$ cat src/rtl/core/asmi_pkg.sv
package asmi_pkg;

  localparam int ASMI_MAX_ITEMS = 64;
  localparam int SCORE_W        = 32;
  localparam int SIDX_W         = 6;
  localparam int OC_W           = 7;
  localparam int CFG_AW         = 3;
  localparam int CFG_DW         = 32;

  localparam logic [OC_W-1:0] OC_RESET = 7'd64;

  // Register index of order_count in the configuration space.
  localparam logic REG_ORDER_COUNT = 1'b0;

  // Control for the shared minimum-selection unit.
  typedef struct packed {
    logic clr;
    logic smp;
    logic taken;
  } minsel_ctl_t;

  // Flipping the sign bit turns a two's complement score into an unsigned key
  // that sorts in the same order.
  function automatic logic [SCORE_W-1:0] order_key(input logic [SCORE_W-1:0] v);
    order_key = v ^ {1'b1, {(SCORE_W-1){1'b0}}};
  endfunction

endpackage

$ cat src/rtl/core/asmi_chan_if.sv
interface asmi_in_if;
  import asmi_pkg::*;

  logic                      valid;
  logic                      ready;
  logic signed [SCORE_W-1:0] score;
  logic                      is_last;

  modport source (output valid, output score, output is_last, input ready);
  modport sink   (input valid, input score, input is_last, output ready);
endinterface

interface asmi_out_if;
  import asmi_pkg::*;

  logic              valid;
  logic              ready;
  logic [SIDX_W-1:0] sorted_index;
  logic              last_out;

  modport source (output valid, output sorted_index, output last_out, input ready);
  modport sink   (input valid, input sorted_index, input last_out, output ready);
endinterface

$ cat src/rtl/core/asmi_ram.sv
module asmi_ram #(
  parameter int WIDTH = 32,
  parameter int DEPTH = 64
) (
  input  logic                     clk,
  input  logic                     we,
  input  logic [$clog2(DEPTH)-1:0] waddr,
  input  logic [WIDTH-1:0]         wdata,
  input  logic [$clog2(DEPTH)-1:0] raddr,
  output logic [WIDTH-1:0]         rdata
);

  logic [WIDTH-1:0] mem [DEPTH];

  always_ff @(posedge clk) begin
    if (we) begin
      mem[waddr] <= wdata;
    end
    rdata <= mem[raddr];
  end

endmodule

$ cat src/rtl/core/asmi_minsel.sv
module asmi_minsel #(
  parameter int IW = 6
) (
  input  logic                            clk,
  input  logic                            rst_n,
  input  asmi_pkg::minsel_ctl_t           ctl,
  input  logic [asmi_pkg::SCORE_W-1:0]    data,
  input  logic [IW-1:0]                   pos,
  output logic [IW-1:0]                   best_pos,
  output logic                            found
);
  import asmi_pkg::*;

  logic               found_r, found_nxt;
  logic [SCORE_W-1:0] best_key_r, best_key_nxt;
  logic [IW-1:0]      best_pos_r, best_pos_nxt;
  logic [SCORE_W-1:0] key;
  logic               better;

  assign key = order_key(data);
  // Strict less-than keeps the lower position among equal scores.
  assign better = ctl.smp && !ctl.taken && (!found_r || (key < best_key_r));

  always_comb begin
    found_nxt    = found_r;
    best_key_nxt = best_key_r;
    best_pos_nxt = best_pos_r;
    if (ctl.clr) begin
      found_nxt = 1'b0;
    end else if (better) begin
      found_nxt    = 1'b1;
      best_key_nxt = key;
      best_pos_nxt = pos;
    end
  end

  always_ff @(posedge clk) begin
    if (!rst_n) begin
      found_r <= 1'b0;
    end else begin
      found_r <= found_nxt;
    end
    best_key_r <= best_key_nxt;
    best_pos_r <= best_pos_nxt;
  end

  assign best_pos = best_pos_r;
  assign found    = found_r;

  a_clr_empties: assert property (@(posedge clk) disable iff (!rst_n)
    ctl.clr |=> !found_r)
    else $error("selection unit not emptied after clear");

  a_taken_kept_out: assert property (@(posedge clk) disable iff (!rst_n)
    (ctl.smp && ctl.taken && !ctl.clr) |=> (found_r == $past(found_r)))
    else $error("taken entry entered the selection");

  a_key_non_increasing: assert property (@(posedge clk) disable iff (!rst_n)
    (found_r && !ctl.clr) |=> (found_r && best_key_r <= $past(best_key_r)))
    else $error("selected key grew during a scan");

endmodule

$ cat src/rtl/core/argsort_selection_min_index.sv
// An item without is_last is stored if the store has room; the block stays ready.
// The item with is_last starts emission: for each position the n stored values are
// read once each through the value memory's single read port, the read data is
// registered, and the result is handed over once the output register is free.
// Reset clears the fill count, taken flags, sequencer and output register; the value
// memory is not cleared, as only entries already written in the current set are read.
module argsort_selection_min_index #(
  parameter int MAX_ITEMS = asmi_pkg::ASMI_MAX_ITEMS
) (
  input  logic                        clk,
  input  logic                        rst_n,
  asmi_in_if.sink                     in_ch,
  asmi_out_if.source                  out_ch,
  input  logic                        psel,
  input  logic                        penable,
  input  logic                        pwrite,
  input  logic [asmi_pkg::CFG_AW-1:0] paddr,
  input  logic [asmi_pkg::CFG_DW-1:0] pwdata,
  output logic [asmi_pkg::CFG_DW-1:0] prdata,
  output logic                        pready
);
  import asmi_pkg::*;

  localparam int IW = (MAX_ITEMS > 1) ? $clog2(MAX_ITEMS) : 1;
  localparam int CW = $clog2(MAX_ITEMS + 1);
  localparam logic [CW-1:0] MAX_CNT = CW'(MAX_ITEMS);

  typedef enum logic [1:0] {
    ST_IDLE,
    ST_SCAN,
    ST_FLUSH,
    ST_EMIT
  } state_t;

  state_t            state_r, state_nxt;
  logic [OC_W-1:0]   order_count_r, order_count_nxt;
  logic [CW-1:0]     load_cnt_r, load_cnt_nxt;
  logic [CW-1:0]     k_r, k_nxt;
  logic [CW-1:0]     e_r, e_nxt;
  logic [CW-1:0]     j_r, j_nxt;
  logic              rd_vld_r, rd_vld_nxt;
  logic [IW-1:0]     pos_d_r, pos_d_nxt;
  logic [MAX_ITEMS-1:0] taken_r, taken_nxt;
  logic              out_vld_r, out_vld_nxt;
  logic [SIDX_W-1:0] out_idx_r, out_idx_nxt;
  logic              out_last_r, out_last_nxt;

  logic               in_acc;
  logic               store_full;
  logic [CW-1:0]      n_new;
  logic [OC_W-1:0]    k0;
  logic               cfg_wr;
  logic               out_free;
  logic               emit_last;
  minsel_ctl_t        ms_ctl;
  logic [SCORE_W-1:0] rd_data;
  logic [IW-1:0]      best_pos;
  logic               found;

  // Configuration port.
  assign pready = 1'b1;
  assign cfg_wr = psel && penable && pwrite;
  assign order_count_nxt = (cfg_wr && paddr[2] == REG_ORDER_COUNT) ? pwdata[OC_W-1:0]
                                                                    : order_count_r;
  assign prdata = (paddr[2] == REG_ORDER_COUNT) ? {{(CFG_DW-OC_W){1'b0}}, order_count_r}
                                                : '0;

  assign in_ch.ready = (state_r == ST_IDLE);
  assign in_acc      = in_ch.valid && in_ch.ready;
  assign store_full  = (load_cnt_r == MAX_CNT);
  assign n_new       = store_full ? load_cnt_r : load_cnt_r + 1'b1;
  assign k0          = (order_count_r == '0) ? OC_W'(1) : order_count_r;

  assign out_free  = !out_vld_r || out_ch.ready;
  assign emit_last = (CW'(e_r + 1'b1) == k_r);

  asmi_ram #(
    .WIDTH (SCORE_W),
    .DEPTH (MAX_ITEMS)
  ) u_store (
    .clk   (clk),
    .we    (in_acc && !store_full),
    .waddr (load_cnt_r[IW-1:0]),
    .wdata (in_ch.score),
    .raddr (j_r[IW-1:0]),
    .rdata (rd_data)
  );

  assign ms_ctl.smp   = rd_vld_r;
  assign ms_ctl.taken = taken_r[pos_d_r];
  assign ms_ctl.clr   = (state_r == ST_IDLE) || (state_r == ST_EMIT && out_free);

  asmi_minsel #(
    .IW (IW)
  ) u_minsel (
    .clk      (clk),
    .rst_n    (rst_n),
    .ctl      (ms_ctl),
    .data     (rd_data),
    .pos      (pos_d_r),
    .best_pos (best_pos),
    .found    (found)
  );

  always_comb begin
    state_nxt    = state_r;
    load_cnt_nxt = load_cnt_r;
    k_nxt        = k_r;
    e_nxt        = e_r;
    j_nxt        = j_r;
    rd_vld_nxt   = 1'b0;
    pos_d_nxt    = j_r[IW-1:0];
    taken_nxt    = taken_r;
    out_idx_nxt  = out_idx_r;
    out_last_nxt = out_last_r;
    out_vld_nxt  = out_ch.ready ? 1'b0 : out_vld_r;

    unique case (state_r)
      ST_IDLE: begin
        if (in_acc) begin
          load_cnt_nxt = n_new;
          if (in_ch.is_last) begin
            k_nxt     = (k0 > OC_W'(n_new)) ? n_new : k0[CW-1:0];
            e_nxt     = '0;
            j_nxt     = '0;
            state_nxt = ST_SCAN;
          end
        end
      end
      ST_SCAN: begin
        rd_vld_nxt = 1'b1;
        if (CW'(j_r + 1'b1) == load_cnt_r) begin
          state_nxt = ST_FLUSH;
        end else begin
          j_nxt = j_r + 1'b1;
        end
      end
      ST_FLUSH: begin
        state_nxt = ST_EMIT;
      end
      ST_EMIT: begin
        if (out_free) begin
          out_vld_nxt  = 1'b1;
          out_idx_nxt  = SIDX_W'(best_pos);
          out_last_nxt = emit_last;
          taken_nxt[best_pos] = 1'b1;
          e_nxt        = e_r + 1'b1;
          j_nxt        = '0;
          if (emit_last) begin
            // Set complete: the store is emptied for the next one.
            taken_nxt    = '0;
            load_cnt_nxt = '0;
            state_nxt    = ST_IDLE;
          end else begin
            state_nxt = ST_SCAN;
          end
        end
      end
      default: state_nxt = ST_IDLE;
    endcase
  end

  always_ff @(posedge clk) begin
    if (!rst_n) begin
      state_r       <= ST_IDLE;
      order_count_r <= OC_RESET;
      load_cnt_r    <= '0;
      rd_vld_r      <= 1'b0;
      taken_r       <= '0;
      out_vld_r     <= 1'b0;
    end else begin
      state_r       <= state_nxt;
      order_count_r <= order_count_nxt;
      load_cnt_r    <= load_cnt_nxt;
      rd_vld_r      <= rd_vld_nxt;
      taken_r       <= taken_nxt;
      out_vld_r     <= out_vld_nxt;
    end
    k_r        <= k_nxt;
    e_r        <= e_nxt;
    j_r        <= j_nxt;
    pos_d_r    <= pos_d_nxt;
    out_idx_r  <= out_idx_nxt;
    out_last_r <= out_last_nxt;
  end

  assign out_ch.valid        = out_vld_r;
  assign out_ch.sorted_index = out_idx_r;
  assign out_ch.last_out     = out_last_r;

  a_fill_bounded: assert property (@(posedge clk) disable iff (!rst_n)
    load_cnt_r <= MAX_CNT)
    else $error("fill count beyond store depth");

  a_count_clamped: assert property (@(posedge clk) disable iff (!rst_n)
    (state_r != ST_IDLE) |-> (k_r >= CW'(1) && k_r <= load_cnt_r && e_r < k_r))
    else $error("emission count out of range");

  a_result_found: assert property (@(posedge clk) disable iff (!rst_n)
    (state_r == ST_EMIT) |-> (found && !taken_r[best_pos]))
    else $error("no untaken entry selected at emission");

  a_set_closes: assert property (@(posedge clk) disable iff (!rst_n)
    (state_r == ST_EMIT && out_free && emit_last) |=>
      (state_r == ST_IDLE && load_cnt_r == '0 && taken_r == '0 && out_last_r))
    else $error("set not closed after final result");

endmodule

$ cat src/flat_wrapper.sv
// flat-port wrapper written by rule: the top's interface ports become plain ports
module argsort_selection_min_index_flat import asmi_pkg::*;
#(
  parameter int MAX_ITEMS = asmi_pkg::ASMI_MAX_ITEMS
)
  (clk, rst_n, psel, penable, pwrite, paddr, pwdata, prdata, pready, in_ch_valid, in_ch_score, in_ch_is_last, in_ch_ready, out_ch_valid, out_ch_sorted_index, out_ch_last_out, out_ch_ready);
  asmi_in_if in_ch_i ();
  asmi_out_if out_ch_i ();
  input  logic clk;
  input  logic rst_n;
  input  logic psel;
  input  logic penable;
  input  logic pwrite;
  input  logic [asmi_pkg::CFG_AW-1:0] paddr;
  input  logic [asmi_pkg::CFG_DW-1:0] pwdata;
  output logic [asmi_pkg::CFG_DW-1:0] prdata;
  output logic pready;
  input wire logic [$bits(in_ch_i.valid)-1:0] in_ch_valid;
  input wire logic [$bits(in_ch_i.score)-1:0] in_ch_score;
  input wire logic [$bits(in_ch_i.is_last)-1:0] in_ch_is_last;
  output wire logic [$bits(in_ch_i.ready)-1:0] in_ch_ready;
  output wire logic [$bits(out_ch_i.valid)-1:0] out_ch_valid;
  output wire logic [$bits(out_ch_i.sorted_index)-1:0] out_ch_sorted_index;
  output wire logic [$bits(out_ch_i.last_out)-1:0] out_ch_last_out;
  input wire logic [$bits(out_ch_i.ready)-1:0] out_ch_ready;
  assign in_ch_i.valid = in_ch_valid;
  assign in_ch_i.score = in_ch_score;
  assign in_ch_i.is_last = in_ch_is_last;
  assign in_ch_ready = in_ch_i.ready;
  assign out_ch_valid = out_ch_i.valid;
  assign out_ch_sorted_index = out_ch_i.sorted_index;
  assign out_ch_last_out = out_ch_i.last_out;
  assign out_ch_i.ready = out_ch_ready;
  argsort_selection_min_index #(.MAX_ITEMS(MAX_ITEMS)) u_core (.clk(clk), .rst_n(rst_n), .in_ch(in_ch_i), .out_ch(out_ch_i), .psel(psel), .penable(penable), .pwrite(pwrite), .paddr(paddr), .pwdata(pwdata), .prdata(prdata), .pready(pready));
endmodule
$ cat config.mk
export PLATFORM = sky130hd
export DESIGN_NAME = argsort_selection_min_index_flat
export DESIGN_NICKNAME = d
export VERILOG_FILES = /design/src/rtl/core/asmi_pkg.sv /design/src/rtl/core/asmi_chan_if.sv /design/src/rtl/core/asmi_ram.sv /design/src/rtl/core/asmi_minsel.sv /design/src/rtl/core/argsort_selection_min_index.sv /design/src/flat_wrapper.sv
export SDC_FILE = /design/constraint.sdc
export NUM_CORES = 2
export LEC_CHECK = 0
export BUFFER_PORTS_ARGS = -buffer_cell sky130_fd_sc_hd__buf_2
export CAP_MARGIN = 30
export CORE_MARGIN = 10
export CORE_UTILIZATION = 53
export DETAILED_ROUTE_END_ITERATION = 10
export PLACE_DENSITY_LB_ADDON = 0.15
export SETUP_SLACK_MARGIN = 0.3
export SYNTH_ARGS = -nofsm -noshare
export SYNTH_HDL_FRONTEND = slang
export SYNTH_SLANG_ARGS = --single-unit
$ cat constraint.sdc
create_clock -name clk -period 11.6 [get_ports clk]
set_input_delay 1.16 -clock clk [delete_from_list [all_inputs] [get_ports clk]]
set_output_delay 1.16 -clock clk [all_outputs]
set_load 0.01 [all_outputs]
# Word level (Yosys, flattened, before mapping)
# Memories as Yosys holds them, arrays and structs flattened. A register that Yosys moved wholly into a read port is not among the register bits.
# Index checks and enable logic that the tools add are counted.
[word_totals]
regBits = 155
mem_bits_rw = 2048
inputBits = 75
out_inout_bits = 42
mem_count = 1
[mem_list]
columns = ["memory", "words", "width", "rd", "rd_clocked_by_memory_dff", "wr", "line_no", "source"]
rows = [
  ["u_core.u_store.mem", 64, 32, 1, 1, 1, "asmi_ram.sv:13", "logic [WIDTH-1:0] mem [DEPTH];"],
]
[op_classes]
add_sub_neg = 3
n_lt_le_gt_ge = 5
eq_ne = 12
mux = 32
n_bitwise = 5
n_reduce_logical = 28
[op_table]
columns = ["op", "count"]
rows = [
  ["two-way mux 7 bit", 12],
  ["two-way mux 64 bit", 1],
  ["bitwise OR 64 bit", 1],
  ["less-than comparator 32 bit", 1],
  ["case mux 7 bit (2 select lines)", 2],
  ["adder 7 x 1 -> 7 bit (second input constant)", 3],
  ["case mux 7 bit (3 select lines)", 1],
  ["== test 7 bit", 2],
  ["less-than comparator 6 x 7 -> 1 bit (second input constant)", 2],
  ["AND reduction 4 bit", 3],
  ["logical AND 1 bit", 9],
  ["two-way mux 1 bit", 9],
  ["two-way mux 2 bit", 4],
  ["case mux 2 bit (4 select lines)", 1],
  ["== test 7 bit (second input constant)", 1],
  ["greater-than comparator 7 bit", 1],
  ["zero test 7 bit", 1],
  ["binary-select mux 1 bit (select 6 bit)", 1],
  ["demux 1 bit (select 6 bit)", 1],
  ["greater-or-equal comparator 6 x 1 -> 1 bit (second input constant)", 1],
  ["inequality test 2 x 1 -> 1 bit (second input constant)", 3],
  ["inequality test 2 bit (second input constant)", 3],
  ["AND reduction 5 bit", 1],
  ["== test 2 bit (second input constant)", 2],
  ["10 further kinds", 19],
]

# Depth between registers and ports, before layout
[logic_depth]
depth_word = 6
ltp_mapped = 14

# Cells and area by module
# From an unflattened synthesis, not the netlist that was laid out.
[hier_totals]
hier_cells = 4023
hier_area_um2 = 86087.6
[by_module_without_submodules]
columns = ["module", "n_inst", "cells_per_inst", "area_each_um2", "seq_area_each_um2"]
rows = [
  ["asmi_ram", 1, 3324, 78515.3, 62139.6],
  ["argsort_selection_min_index", 1, 546, 5594.1, 2602.5],
  ["asmi_minsel", 1, 153, 1978.1, 1161.1],
]

# Worst setup path before layout
# OpenSTA, ideal clock, no wires.
[synth_timing]
kind = "flip-flop to flip-flop"
start = "register u_core.pos_d_r[0]"
end = "register u_core.u_minsel.best_key_r[0], enable pin"
arrival_ns = 4.623
required_time_ns = 11.120
path_slack_ns = 6.497
path_stages_with_launch = 9
period_less_slack_ns = 5.103
cell_sequence = "dfxtp_1 -> clkbuf_1 -> buf_2 -> mux4_2 -> mux2i_1 -> nand3_1 -> nand4_1 -> nand4_1 -> nor3_1"
[synth_between]
elab_chain_len = 6
[synth_lines]
columns = ["element", "line_no", "source"]
rows = [
  ["start: declaration", "argsort_selection_min_index.sv:42", "logic [IW-1:0] pos_d_r, pos_d_nxt;"],
  ["start signal: assignment", "argsort_selection_min_index.sv:182", "pos_d_r <= pos_d_nxt;"],
  ["binary-select mux 1 bit (select 6 bit)", "argsort_selection_min_index.sv:90", "assign ms_ctl.taken = taken_r[pos_d_r];"],
  ["two-way mux 1 bit (not written as such)", "argsort_selection_min_index.sv:90", ""],
  ["zero test 1 bit", "asmi_minsel.sv:22", "assign better = ctl.smp && !ctl.taken && (!found_r || (key < best_key_r));"],
  ["logical AND 1 bit (2 in series)", "asmi_minsel.sv:22", ""],
  ["AND reduction 2 bit (no source line)", "--", ""],
  ["end signal: assignment", "asmi_minsel.sv:43", "best_key_r <= best_key_nxt;"],
  ["end: declaration", "asmi_minsel.sv:15", "logic [SCORE_W-1:0] best_key_r, best_key_nxt;"],
]
# No other way between the ends. The select of a mux whose other input is x is not followed.
# A chain may end at the register's enable or synchronous reset.

==> results.toml <==
[outcome]
status = "finished, final reports clean"

[sta]
relSlewSlack = 0.338
hold_slack_ps = 381
maxSlewViolCount = 0
fin_crit_ps = 4600
worst-slew-pin-transition_ps = 993
setup_viol = 0
hold_viol = 0
final.setup.tns_ps = 0
finalCritPeriodShare = 0.397
fmaxAchievable_mhz = 217
rsz0062_at_grt = "no"
skew_ps = 24.0

[final_layout]
nets = 4071
synthToLayoutAreaGrowth_pct = 13.3
final_layout_size_suffix_gt1_frac = 0.309
nFillCells = 11100
final_area_mm2 = 0.0973
final_cells = 6301

[global_route]
grt_pass1_vias = 39500
grtUsageMet3 = 0.0426
antenna_found_initial = 19
grt_pass1_wl_um = 277000
use_met1 = 0.296
overflow = 0
grtUsageMet2 = 0.351
grt_start_max_net_pins = 109
grt_usage = 0.212
top_usage_layer = "met2"

[clocking]
cts_setup_buffers = 0
clk_pin_slew_ps = 60
htree_levels = 4
cts_made_buffers = 219
clock_latency_ps = 830
cts_num_sinks = 2235
cts_hold_buf = 0
cts_resized = 0
cts_tree = "built"
cts-root-buf = "clkbuf_16"
clk_path_buf_depth = 3

[logic_synthesis]
seq_area_frac_synth = 0.768
yosys_most_used_dff = "edfxtp_1"
synth_area_leaders = "edfxtp_1 74%, mux4_2 18%, dfxtp_1 2.8%, nor2_1 0.72%, ha_1 0.67%"
yosysMostFrequentCell = "edfxtp_1"
yosys.area.top_type_share = 0.740
synth_area_mm2 = 0.0858
yosys-top-cells-count = "2114 x edfxtp_1, 687 x mux4_2, 165 x nor2_1"
yosys_warnings = 0
synth_top_cell_by_area = "edfxtp_1"
synth.distinct_cells = 59
synth-seq-cells = 2235
synth_async_sr_flop_share = 0
avgSynthCellArea_um2 = 23.1
synthCells = 3714
synth_edf_count = 2114

[routing]
vias = 38700
post-route-drc-count = 0
drtIter0Drc = 4047
drt.antenna.violating_nets = 0
wl_per_cell_um = 30.1
firstDrtPassIters = 5
vias_per_cell = 6.14
drt-total-wl_um = 190000

[setup_path]
worstSetupPathType = "flop to flop"
required_ps = 12290
cp.arrival_ps = 5290
crit_path_cell_trace = "buf_12, buf_4, buf_12, mux4_2, mux4_2, mux4_2"
slowest_stage = "buf_4"
r2r_end = "u_core.u_store.rdata[22]"
cpMostUsedCell = "mux4_2"
timing.rr.start = "u_core.j_r[0]"
path_max_fanout = 108
endpoint_kind = "flop"
r2r_setup_slack_ps = 7000
start_kind = "flop"
critPathMaxStageDelay_ps = 720
rr_worst_depth = 6

[job]
drv_cap = 0

[power_and_ir_drop]
power.density_mw_per_mm2 = 222
vdd_drop_max_mv = 0.227
cellLeakagePower_nw = 30.5
power_mw = 21.6

[worst_hold_path]
holdPathStages = 0
hold_class = "flop to flop"
hold_path_end = "u_core.pos_d_r[3]"
hp-start = "u_core.j_r[3]"

[placement]
dpl.hpwl_um = 104000
placed_cell_area_mm2 = 0.0894
gp_congestion = 0.761
dpl.cell_count = 5859
io_buffers = 63

[die]
initial_utilization = 0.534
ios = 117
fp.dieH_um = 422
die_w_um = 422
dieArea_mm2 = 0.178
core_mm2 = 0.161
num_rows = 147
[layout by cell type (no fill, tap or decap), types with 4 or more instances in the layout]
cell type  Yosys  layout
buf_4         50      97
nor3_1        13      12
nor2_4         0      64
nand2_1       31      31
clkinv_1       0      41
buf_16         0      13
and3_1         6       6
a21o_1        13      13
xor2_1        10      10
o21ai_0        7       7
mux4_2       687     687
nand3_1       11      11
nor2b_1       10      10
clkbuf_8       0      22
xnor2_1       17      17
buf_2         17      65
clkbuf_1     109      55
buf_12         0      30
nor2_1       165     101
a21oi_1       79      79
and2_1        11      11
nor3b_1        4       4
inv_1         50      50
conb_1         2      26
o22ai_1        5       5
clkinv_2       0      39
edfxtp_1    2114    2114
nand4_1       14      14
bufinv_16      0      18
dfxtp_1      121     121
clkbuf_16      0     225
mux2i_1       23      23
nand2b_1      12      12
ha_1          46      46
[worst max-delay path by stage]
stage                            from                             to  slack (ps)  depth (start not counted)
global placement        u_core.j_r[0]       u_core.u_store.rdata[22]        6890                          6
finish                  u_core.j_r[0]       u_core.u_store.rdata[22]        7000                          6
global route            u_core.j_r[0]       u_core.u_store.rdata[23]        6620                          6
detailed placement      u_core.j_r[0]       u_core.u_store.rdata[22]        6910                          6
CTS                     u_core.j_r[0]       u_core.u_store.rdata[22]        6860                          6
floorplan           u_core.pos_d_r[0]  u_core.u_minsel.best_key_r[0]        6500                          8
[layout make-up]
class | instances | area, um2 | share of cell area
Antenna cell | 1 | 2.50 | 0.0000257
Clock buffer | 302 | 6140 | 0.0631
Clock inverter | 109 | 1020 | 0.0104
Inverter | 52 | 195 | 0.00201
Multi-Input combinational cell | 1236 | 19300 | 0.198
Sequential cell | 2235 | 65900 | 0.678
Tap cell | 2160 | 2700 | 0.0278
Timing Repair Buffer | 206 | 2030 | 0.0208
[kinds of logic after synthesis]
group | after synthesis | share of synthesized area
compound gates | 132 | 0.00923
xor+xnor | 29 | 0.00328
fa+ha+maj | 46 | 0.00671
buf+inv | 267 | 0.0143
flops | 2235 | 0.768
mux | 711 | 0.183
other cells | 2 | 0.0000875
simple gates | 292 | 0.0155
[critical path: cells and delay by family (launching register included)]
kind | cells | cell delay, ps
buffers and inverters | 3 | 2040
flip-flops | 1 | 370
multiplexers | 3 | 1730
[report_power, final]
| part | internal (mW) | switching, mW |
|---|---|---|
| clock network | 4.08 | 2.92 |
| logic | 2.69 | 2.70 |
| registers | 9.06 | 0.147 |
| total | 15.8 | 5.77 |
[metal layers]
metal,share of wire,vias up,routed length [um]
met3,0.069,251,13100
met2,0.50,1302,95800
met1,0.41,20900,77900
li1,-,16200,-
met4,0.016,2,3050
met5,0.00025,-,47
[through the flow]
step | setup slack (ps) | utilization
after floorplan | 6500 | -
after global placement | 6890 | 0.555
after detailed placement | 6910 | 0.556
after CTS | 6860 | 0.601
after global routing | 6620 | 0.605
final | 7000 | 0.605
[sequential cells by signal (all words and copies together), names as in the netlist, 7 cells and up]
name and count:
u_core.order_count_r 7, u_core.u_store.mem 2048, u_core.e_r 7, u_core.k_r 7
u_core.u_store.rdata 32, u_core.u_minsel.best_key_r 32, u_core.load_cnt_r 7, u_core.taken_r 64
u_core.j_r 7
Power figures use the tool's default switching activity.
